<file path="src/design/pcpk_pkg.sv">
`default_nettype none
package pcpk_pkg;
  localparam int unsigned MaxChannels = 8;
  localparam int unsigned PosW = $clog2(MaxChannels);
  localparam int unsigned CfgIdxW = 2;
  localparam int unsigned CfgDataW = 4;

  localparam logic [2:0] FmtFloat32 = 3'd0;
  localparam logic [2:0] FmtUnsigned8 = 3'd1;
  localparam logic [2:0] FmtSigned16 = 3'd2;
  localparam logic [2:0] FmtPacked24 = 3'd3;
  localparam logic [2:0] FmtSigned32 = 3'd4;
  localparam logic [2:0] FmtFix824 = 3'd5;

  localparam logic [CfgIdxW-1:0] RegSampleFormat = 2'd0;
  localparam logic [CfgIdxW-1:0] RegChannelCount = 2'd1;
  localparam logic [CfgIdxW-1:0] RegSelectedChannel = 2'd2;

  typedef struct packed {
    logic [2:0] sample_format;
    logic [3:0] channel_count;
    logic [2:0] selected_channel;
  } cfg_t;

  typedef struct packed {
    logic [31:0] raw_sample;
    logic        first_of_buffer;
  } in_item_t;

  typedef struct packed {
    logic signed [15:0] pcm_value;
  } out_item_t;
endpackage
`default_nettype wire

</file>
<file path="src/design/pcpk_stream_if.sv">
`default_nettype none
interface pcpk_stream_if #(
  parameter type T = logic
);
  logic valid;
  logic ready;
  T     data;
  modport source (output valid, output data, input ready);
  modport sink (input valid, input data, output ready);
endinterface
`default_nettype wire

</file>
<file path="src/design/pcpk_convert.sv">
`default_nettype none
module pcpk_convert (
  input  wire logic [2:0]         fmt_i,
  input  wire logic [31:0]        raw_i,
  output logic signed [15:0]      pcm_o
);
  import pcpk_pkg::*;

  logic        neg;
  logic [7:0]  ex;
  logic [23:0] mant;
  logic [4:0]  r;
  logic [23:0] rmask;
  logic [23:0] rem;
  logic [23:0] half;
  logic [23:0] q;
  logic [23:0] qr;
  logic signed [15:0] fl;
  logic signed [23:0] fx;

  always_comb begin
    neg = raw_i[31];
    ex = raw_i[30:23];
    mant = {1'b1, raw_i[22:0]};
    // shift right by 135 - ex, valid in 1..24
    r = 5'(8'd135 - ex);
    rmask = (24'd1 << r) - 24'd1;
    rem = mant & rmask;
    half = 24'd1 << (r - 5'd1);
    q = mant >> r;
    qr = q;
    if (rem > half || (rem == half && q[0])) qr = q + 24'd1;
    if (ex >= 8'd135) qr = 24'h10000;
    else if (ex <= 8'd110) qr = '0;
    if (ex == 8'hFF) fl = neg ? -16'sd32768 : 16'sd32767;
    else if (ex == 8'h00) fl = '0;
    else if (neg) fl = (qr >= 24'd32768) ? -16'sd32768 : 16'(-qr);
    else fl = (qr >= 24'd32767) ? 16'sd32767 : 16'(qr);

    fx = raw_i[31:8];
    case (fmt_i)
      FmtFloat32: pcm_o = fl;
      FmtUnsigned8: pcm_o = {raw_i[7] ^ 1'b1, raw_i[6:0], 8'h00};
      FmtSigned16: pcm_o = raw_i[15:0];
      FmtPacked24: pcm_o = raw_i[23:8];
      FmtSigned32: pcm_o = raw_i[31:16];
      FmtFix824: begin
        if (fx > 24'sd32767) pcm_o = 16'sd32767;
        else if (fx < -24'sd32768) pcm_o = -16'sd32768;
        else pcm_o = fx[15:0];
      end
      default: pcm_o = '0;
    endcase
  end
endmodule
`default_nettype wire

</file>
<file path="src/design/pcm_channel_pick_to_int16.sv">
`default_nettype none
// channel | dir | payload
// in_s    | in  | raw_sample[31:0], first_of_buffer
// out_m   | out | pcm_value[15:0] signed
// cfg     | in  | cfg_we_i, cfg_idx_i[1:0], cfg_data_i[3:0]
// One item per cycle while out_m is not stalled. Stage 1 registers the
// accepted item together with its channel pick; stage 2 holds the converted
// result. Each stage takes new data when it is empty or its content moves on.
// Reset empties both stages, clears the channel position and loads the
// default configuration.
module pcm_channel_pick_to_int16 (
  input  wire logic                      clk_i,
  input  wire logic                      rst_ni,
  input  wire logic                      cfg_we_i,
  input  wire logic [pcpk_pkg::CfgIdxW-1:0]  cfg_idx_i,
  input  wire logic [pcpk_pkg::CfgDataW-1:0] cfg_data_i,
  pcpk_stream_if.sink                    in_s,
  pcpk_stream_if.source                  out_m
);
  import pcpk_pkg::*;

  cfg_t cfg_q;
  logic [PosW-1:0] pos_q, pos_d;
  logic [3:0] count;
  logic keep;
  logic v1_q, v2_q;
  logic [31:0] raw1_q;
  logic [2:0] fmt1_q;
  logic signed [15:0] pcm;
  logic signed [15:0] pcm2_q;
  logic adv2, adv1, acc;

  always_ff @(posedge clk_i or negedge rst_ni) begin
    if (!rst_ni) begin
      cfg_q <= '{sample_format: FmtSigned16, channel_count: 4'd2, selected_channel: 3'd0};
    end else if (cfg_we_i) begin
      case (cfg_idx_i)
        RegSampleFormat: cfg_q.sample_format <= cfg_data_i[2:0];
        RegChannelCount: cfg_q.channel_count <= cfg_data_i;
        RegSelectedChannel: cfg_q.selected_channel <= cfg_data_i[2:0];
        default: ;
      endcase
    end
  end

  assign adv2 = !v2_q || out_m.ready;
  assign adv1 = !v1_q || adv2;
  assign in_s.ready = adv1;
  assign acc = in_s.valid && adv1;

  always_comb begin
    logic [PosW-1:0] p;
    count = (cfg_q.channel_count > 4'(MaxChannels)) ? 4'(MaxChannels) : cfg_q.channel_count;
    p = in_s.data.first_of_buffer ? '0 : pos_q;
    keep = 1'b0;
    pos_d = '0;
    if (count != 4'd0) begin
      keep = (p == cfg_q.selected_channel) && ({1'b0, cfg_q.selected_channel} < count);
      pos_d = ({1'b0, p} + 4'd1 >= count) ? '0 : p + 1'b1;
    end
  end

  always_ff @(posedge clk_i or negedge rst_ni) begin
    if (!rst_ni) begin
      pos_q <= '0;
      v1_q <= 1'b0;
      v2_q <= 1'b0;
    end else begin
      if (acc) pos_q <= pos_d;
      if (adv1) v1_q <= acc && keep;
      if (adv2) v2_q <= v1_q;
    end
  end

  always_ff @(posedge clk_i) begin
    if (adv1) begin
      raw1_q <= in_s.data.raw_sample;
      fmt1_q <= cfg_q.sample_format;
    end
    if (adv2) pcm2_q <= pcm;
  end

  pcpk_convert u_conv (
    .fmt_i (fmt1_q),
    .raw_i (raw1_q),
    .pcm_o (pcm)
  );

  assign out_m.valid = v2_q;
  assign out_m.data.pcm_value = pcm2_q;
endmodule
`default_nettype wire

</file>
<file path="src/flat_wrapper.sv">
// flat-port wrapper written by rule: the top's interface ports become plain ports
module pcm_channel_pick_to_int16_flat import pcpk_pkg::*;
  (clk_i, rst_ni, cfg_we_i, cfg_idx_i, cfg_data_i, in_s_valid, in_s_data, in_s_ready, out_m_valid, out_m_data, out_m_ready);
  pcpk_stream_if #(.T(in_item_t)) in_s_i ();
  pcpk_stream_if #(.T(out_item_t)) out_m_i ();
  input  wire logic clk_i;
  input  wire logic rst_ni;
  input  wire logic cfg_we_i;
  input  wire logic [pcpk_pkg::CfgIdxW-1:0] cfg_idx_i;
  input  wire logic [pcpk_pkg::CfgDataW-1:0] cfg_data_i;
  input wire logic [$bits(in_s_i.valid)-1:0] in_s_valid;
  input wire logic [$bits(in_s_i.data)-1:0] in_s_data;
  output wire logic [$bits(in_s_i.ready)-1:0] in_s_ready;
  output wire logic [$bits(out_m_i.valid)-1:0] out_m_valid;
  output wire logic [$bits(out_m_i.data)-1:0] out_m_data;
  input wire logic [$bits(out_m_i.ready)-1:0] out_m_ready;
  assign in_s_i.valid = in_s_valid;
  assign in_s_i.data = in_s_data;
  assign in_s_ready = in_s_i.ready;
  assign out_m_valid = out_m_i.valid;
  assign out_m_data = out_m_i.data;
  assign out_m_i.ready = out_m_ready;
  pcm_channel_pick_to_int16 u_core (.clk_i(clk_i), .rst_ni(rst_ni), .cfg_we_i(cfg_we_i), .cfg_idx_i(cfg_idx_i), .cfg_data_i(cfg_data_i), .in_s(in_s_i), .out_m(out_m_i));
endmodule
</file>
<file path="config.mk">
export PLATFORM = sky130hd
export DESIGN_NAME = pcm_channel_pick_to_int16_flat
export DESIGN_NICKNAME = d
export VERILOG_FILES = /design/src/design/pcpk_pkg.sv /design/src/design/pcpk_stream_if.sv /design/src/design/pcpk_convert.sv /design/src/design/pcm_channel_pick_to_int16.sv /design/src/flat_wrapper.sv
export SDC_FILE = /design/constraint.sdc
export NUM_CORES = 1
export LEC_CHECK = 0
export ABC_AREA = 0
export BUFFER_PORTS_ARGS = -buffer_cell sky130_fd_sc_hd__clkbuf_2
export CORE_MARGIN = 2
export CORE_UTILIZATION = 67
export DETAILED_ROUTE_END_ITERATION = 7
export GPL_ROUTABILITY_DRIVEN = 0
export GPL_TIMING_DRIVEN = 0
export PLACE_DENSITY = 0.9
export SLEW_MARGIN = 25
export SYNTH_ARGS = -nofsm -noshare
export SYNTH_HDL_FRONTEND = slang
export SYNTH_SLANG_ARGS = --single-unit
</file>
<file path="constraint.sdc">
create_clock -name clk_i -period 20 [get_ports clk_i]
set_clock_uncertainty 0.2 [all_clocks]
set_input_delay 3 -clock clk_i [delete_from_list [all_inputs] [get_ports clk_i]]
set_output_delay 3 -clock clk_i [all_outputs]
set_load 0.05 [all_outputs]
</file>
==> run summary <==
share of power burned in combinational logic: 0.479
antenna violations before repair: 0
crit path kind: reg -> reg
Final Critical Period: 9.23 ns
share of the cycle needed by the critical path after routing: 0.462
mean area per synthesized cell: 8.71 sq um
worst-path cell with the longest stage delay: sky130_fd_sc_hd__nor4b_2
signal arrival time at the worst endpoint: 9.20 ns
setup repair after global routing missed its margin: false
Sinks on Clock Net: 66
Hold-fix buffers, CTS: 0
total of buffers placed on input and output ports: 61
final-layout setup total negative slack: 0 ns
HPWL after DPL: 17900 microns
nets@finish: 1037
synthesized instance count: 879
global-route total usage across every layer: 0.393
Max Fclk: 108 MHz
post-CTS setup repair buffer count: 0
violated checks: DRC
Routed wire per std cell: 22.0 microns
number of hold violations in the final report: 0
category of the worst setup path launch point: register
layout overhead on the synthesized area: 10.4%
maximum fanout count along the critical path: 10
sequential fraction of design power: 0.296
number of synthesized flops with an enable pin: 51
CORE AREA: 0.0113 sq mm
overflow left after global routing: 0
antenna-violating nets left: 0
Ys Warns: 0
post-synth design cell area: 0.00766 sq mm
Pre-antenna DRT Iters: 8
net count after synthesis: 963
total non-filler cell area in the finished layout: 0.00846 sq mm
Pwr per Cell Area: 79.4 mW/mm^2
number of buffers created by CTS: 9
area enclosed by the die boundary: 0.0123 sq mm
placed standard-cell area: 0.00817 sq mm
required time of the critical path: 19.97 ns
Post-Place Cells: 1085
top_reg_cell synth: sky130_fd_sc_hd__edfxtp_1
count of state elements after synthesis: 66
number of global-route vias before repair: 7308
critical path's most frequent cell: sky130_fd_sc_hd__ha_1
share of final-layout standard cells stronger than drive strength 1: 0.193
worst voltage drop across the vdd grid: 0.0000764 V
worst hold-check slack: 0.253 ns
number of instances resized during post-cts repair: 0
floorplan row count: 39
width of the chip: 111 microns
relative slew slack: 0.341
result of the run: finished, violations left
setup violators final: 0
final count of pins violating max slew: 0
measured slew at the worst slew-check pin: 0.963 ns
count of unique library cells instantiated by Yosys: 99
Bufs on Longest Clock Path: 2
max-cap check violation count: 0
cell chosen for the clock root: sky130_fd_sc_hd__clkbuf_16
height of the die: 111 microns
wire length of the first global-routing pass: 38400 microns
Residual DRC: 70
delay contributed by the slowest stage of the critical path: 0.58 ns
beginning of the critical path: u_core.raw1_q[26]
Switching Fraction: 0.426
proportion of synthesized flip-flops having asynchronous set or reset: 0.227
CTS tree: done
latest clock arrival within the worst-skew pair: 0.34 ns
initial detailed-routing violation count: 1410
proportion of synthesized chip area in sequential cells: 0.249
total length of routed wires: 24300 microns
maximum number of pins on one net before global-route repair: 18
Clk pwr share: 0.225
Static Leakage: 3.38 nW
Hold/Removal Path Class: reg -> reg
min-delay src: u_core.cfg_q[9]
drt via density: 7.11
Sw Pwr: 0.000286 W
Internal Dissipation: 0.000385 W
worst flop-to-flop path startpoint: u_core.raw1_q[26]
Worst-path clk slew: 0.06 ns
detailed-route via count: 7832
top-level I/O count: 62
critical path capture point type: register
H-tree lvl count: 3
final standard cell count with taps included and fillers excluded: 1102
Initial Utilization: 0.679
-- flip-flops by register name (all words and copies together), names as in the netlist --
name,cells
u_core.v1_q,1
u_core.out_m.data,16
u_core.raw1_q,32
u_core.out_m.valid,1
u_core.fmt1_q,3
u_core.pos_q,3
u_core.cfg_q,10
-- per-stage QoR --
step	worst slack (ns)	utilization	power (W)
detailed placement	11.22	0.724	0.000508
floorplan	12.54	-	0.000432
global placement	11.34	0.722	0.000498
CTS	11.14	0.750	0.000661
finish	10.77	0.750	0.000671
global route	10.33	0.750	0.000700
-- worst paths after layout --
| kind | to | cells past startpoint | slack [ns] |
|---|---|---|---|
| max | u_core.out_m.data[12] | 29 | 10.77 |
| min | u_core.fmt1_q[2] | 0 | 0.25 |
| max reg2reg | u_core.out_m.data[12] | 29 | 10.77 |
| min reg2reg | u_core.fmt1_q[2] | 0 | 0.25 |
| max in group asynchronous | u_core.cfg_q[4] | 1 | 16.92 |
| min in group asynchronous | u_core.out_m.valid | 1 | 2.37 |
-- cell type report --
class	count	area, sq um
antenna	1	2.50
buffer	57	285
clock buffer	12	268
clock inverter	4	22.5
fill	790	2810
inverter	18	67.6
multi-input combinational	738	5400
sequential	66	1910
tap	143	179
timing repair buffer	63	328
-- cell families (layout without fill, tap and decap cells) --
family	count (synthesis)	in the layout	synth area share
compound gates	226	226	0.215
xor+xnor	18	18	0.0206
fa+ha+maj	40	40	0.0653
buf+inv	75	154	0.0461
flops	66	66	0.249
mux	90	90	0.151
other cells	0	1	0
simple gates	364	364	0.253
-- routing by layer --
| metal | GRT usage | part of all wire | wire [microns] | vias to the layer above |
|---|---|---|---|---|
| met5 | 0 | 0 | 0 | - |
| met4 | 0.174 | 0.053 | 1290 | 0 |
| met3 | 0.126 | 0.14 | 3400 | 145 |
| met2 | 0.603 | 0.44 | 10600 | 659 |
| met1 | 0.510 | 0.37 | 9030 | 3537 |
| li1 | - | - | - | 3491 |
-- worst max-delay path: cells and delay by family, from the launching register on --
kind | cells | cell delay, ns
DFF | 1 | 0.57
buffers and inverters | 9 | 3.06
muxes | 1 | 0.37
AOI/OAI and AO/OA | 5 | 1.16
adders and majority gates | 4 | 0.95
and+or+nand+nor | 10 | 2.73
-- Yosys cell counts, types with 4 or more instances --
master                      n  area [sq um]
sky130_fd_sc_hd__nand4_1   13          81.3
sky130_fd_sc_hd__or4_1      6          45.0
sky130_fd_sc_hd__nor2_1    74           278
sky130_fd_sc_hd__nor3_1    15          75.1
sky130_fd_sc_hd__o211a_1    7          70.1
sky130_fd_sc_hd__a22oi_1   14           105
sky130_fd_sc_hd__dfrtp_1   13           325
sky130_fd_sc_hd__nand2b_1  18           113
sky130_fd_sc_hd__and3_1    11          68.8
sky130_fd_sc_hd__buf_6      7          78.8
sky130_fd_sc_hd__nand3b_1   6          45.0
sky130_fd_sc_hd__o21ai_0   29           145
sky130_fd_sc_hd__edfxtp_1  51          1530
sky130_fd_sc_hd__a31oi_1    6          37.5
sky130_fd_sc_hd__o21a_1     6          45.0
sky130_fd_sc_hd__buf_2      6          30.0
sky130_fd_sc_hd__a21o_1    10          75.1
sky130_fd_sc_hd__a211oi_1   6          45.0
sky130_fd_sc_hd__clkbuf_1  32           120
sky130_fd_sc_hd__mux4_2    16           360
sky130_fd_sc_hd__nor3b_1    6          45.0
sky130_fd_sc_hd__nor4_1     9          56.3
sky130_fd_sc_hd__o211ai_1  15           113
sky130_fd_sc_hd__nand2_1   91           342
sky130_fd_sc_hd__or2_2      4          25.0
sky130_fd_sc_hd__mux2i_1   38           380
sky130_fd_sc_hd__xnor2_1   11          96.3
sky130_fd_sc_hd__nand4b_1   4          35.0
sky130_fd_sc_hd__ha_1      40           500
sky130_fd_sc_hd__inv_1     16          60.1
sky130_fd_sc_hd__nor2b_1   19           119
sky130_fd_sc_hd__buf_1      9          33.8
sky130_fd_sc_hd__and2_1    25           156
sky130_fd_sc_hd__xor2_1     7          61.3
sky130_fd_sc_hd__nand3_1   36           180
sky130_fd_sc_hd__mux2_2    31           349
sky130_fd_sc_hd__a22o_1     6          52.6
sky130_fd_sc_hd__and4_1     4          35.0
sky130_fd_sc_hd__o31ai_1    5          37.5
sky130_fd_sc_hd__a21oi_1   66           330
-- power groups by stage --
stage               Clock [W]  Combinational [W]  Sequential, W
detailed placement          0           0.000308       0.000200
finish               0.000151           0.000321       0.000199
global route         0.000158           0.000340       0.000201
CTS                  0.000153           0.000311       0.000197
floorplan                   0           0.000191       0.000241
global placement            0           0.000300       0.000198
-- layout by cell type, fill, tap and decap left out, drive strengths merged, types with 11 or more instances in the layout --
| cell type | synthesis | routed |
|---|---|---|
| mux2i | 40 | 40 |
| nand2b | 18 | 18 |
| mux2 | 34 | 34 |
| and2 | 26 | 26 |
| and3 | 11 | 11 |
| nor2b | 19 | 19 |
| mux4 | 16 | 16 |
| nand2 | 92 | 92 |
| dfrtp | 13 | 13 |
| nor3 | 17 | 17 |
| clkbuf | 32 | 105 |
| ha | 40 | 40 |
| edfxtp | 51 | 51 |
| nand4 | 13 | 13 |
| a21oi | 67 | 67 |
| inv | 17 | 19 |
| nand3 | 37 | 37 |
| nor4 | 12 | 12 |
| o211ai | 15 | 15 |
| buf | 25 | 27 |
| a21o | 12 | 12 |
| nor2 | 74 | 74 |
| xnor2 | 11 | 11 |
| a22oi | 14 | 14 |
| o21ai | 32 | 32 |
Power figures use the tool's default switching activity.
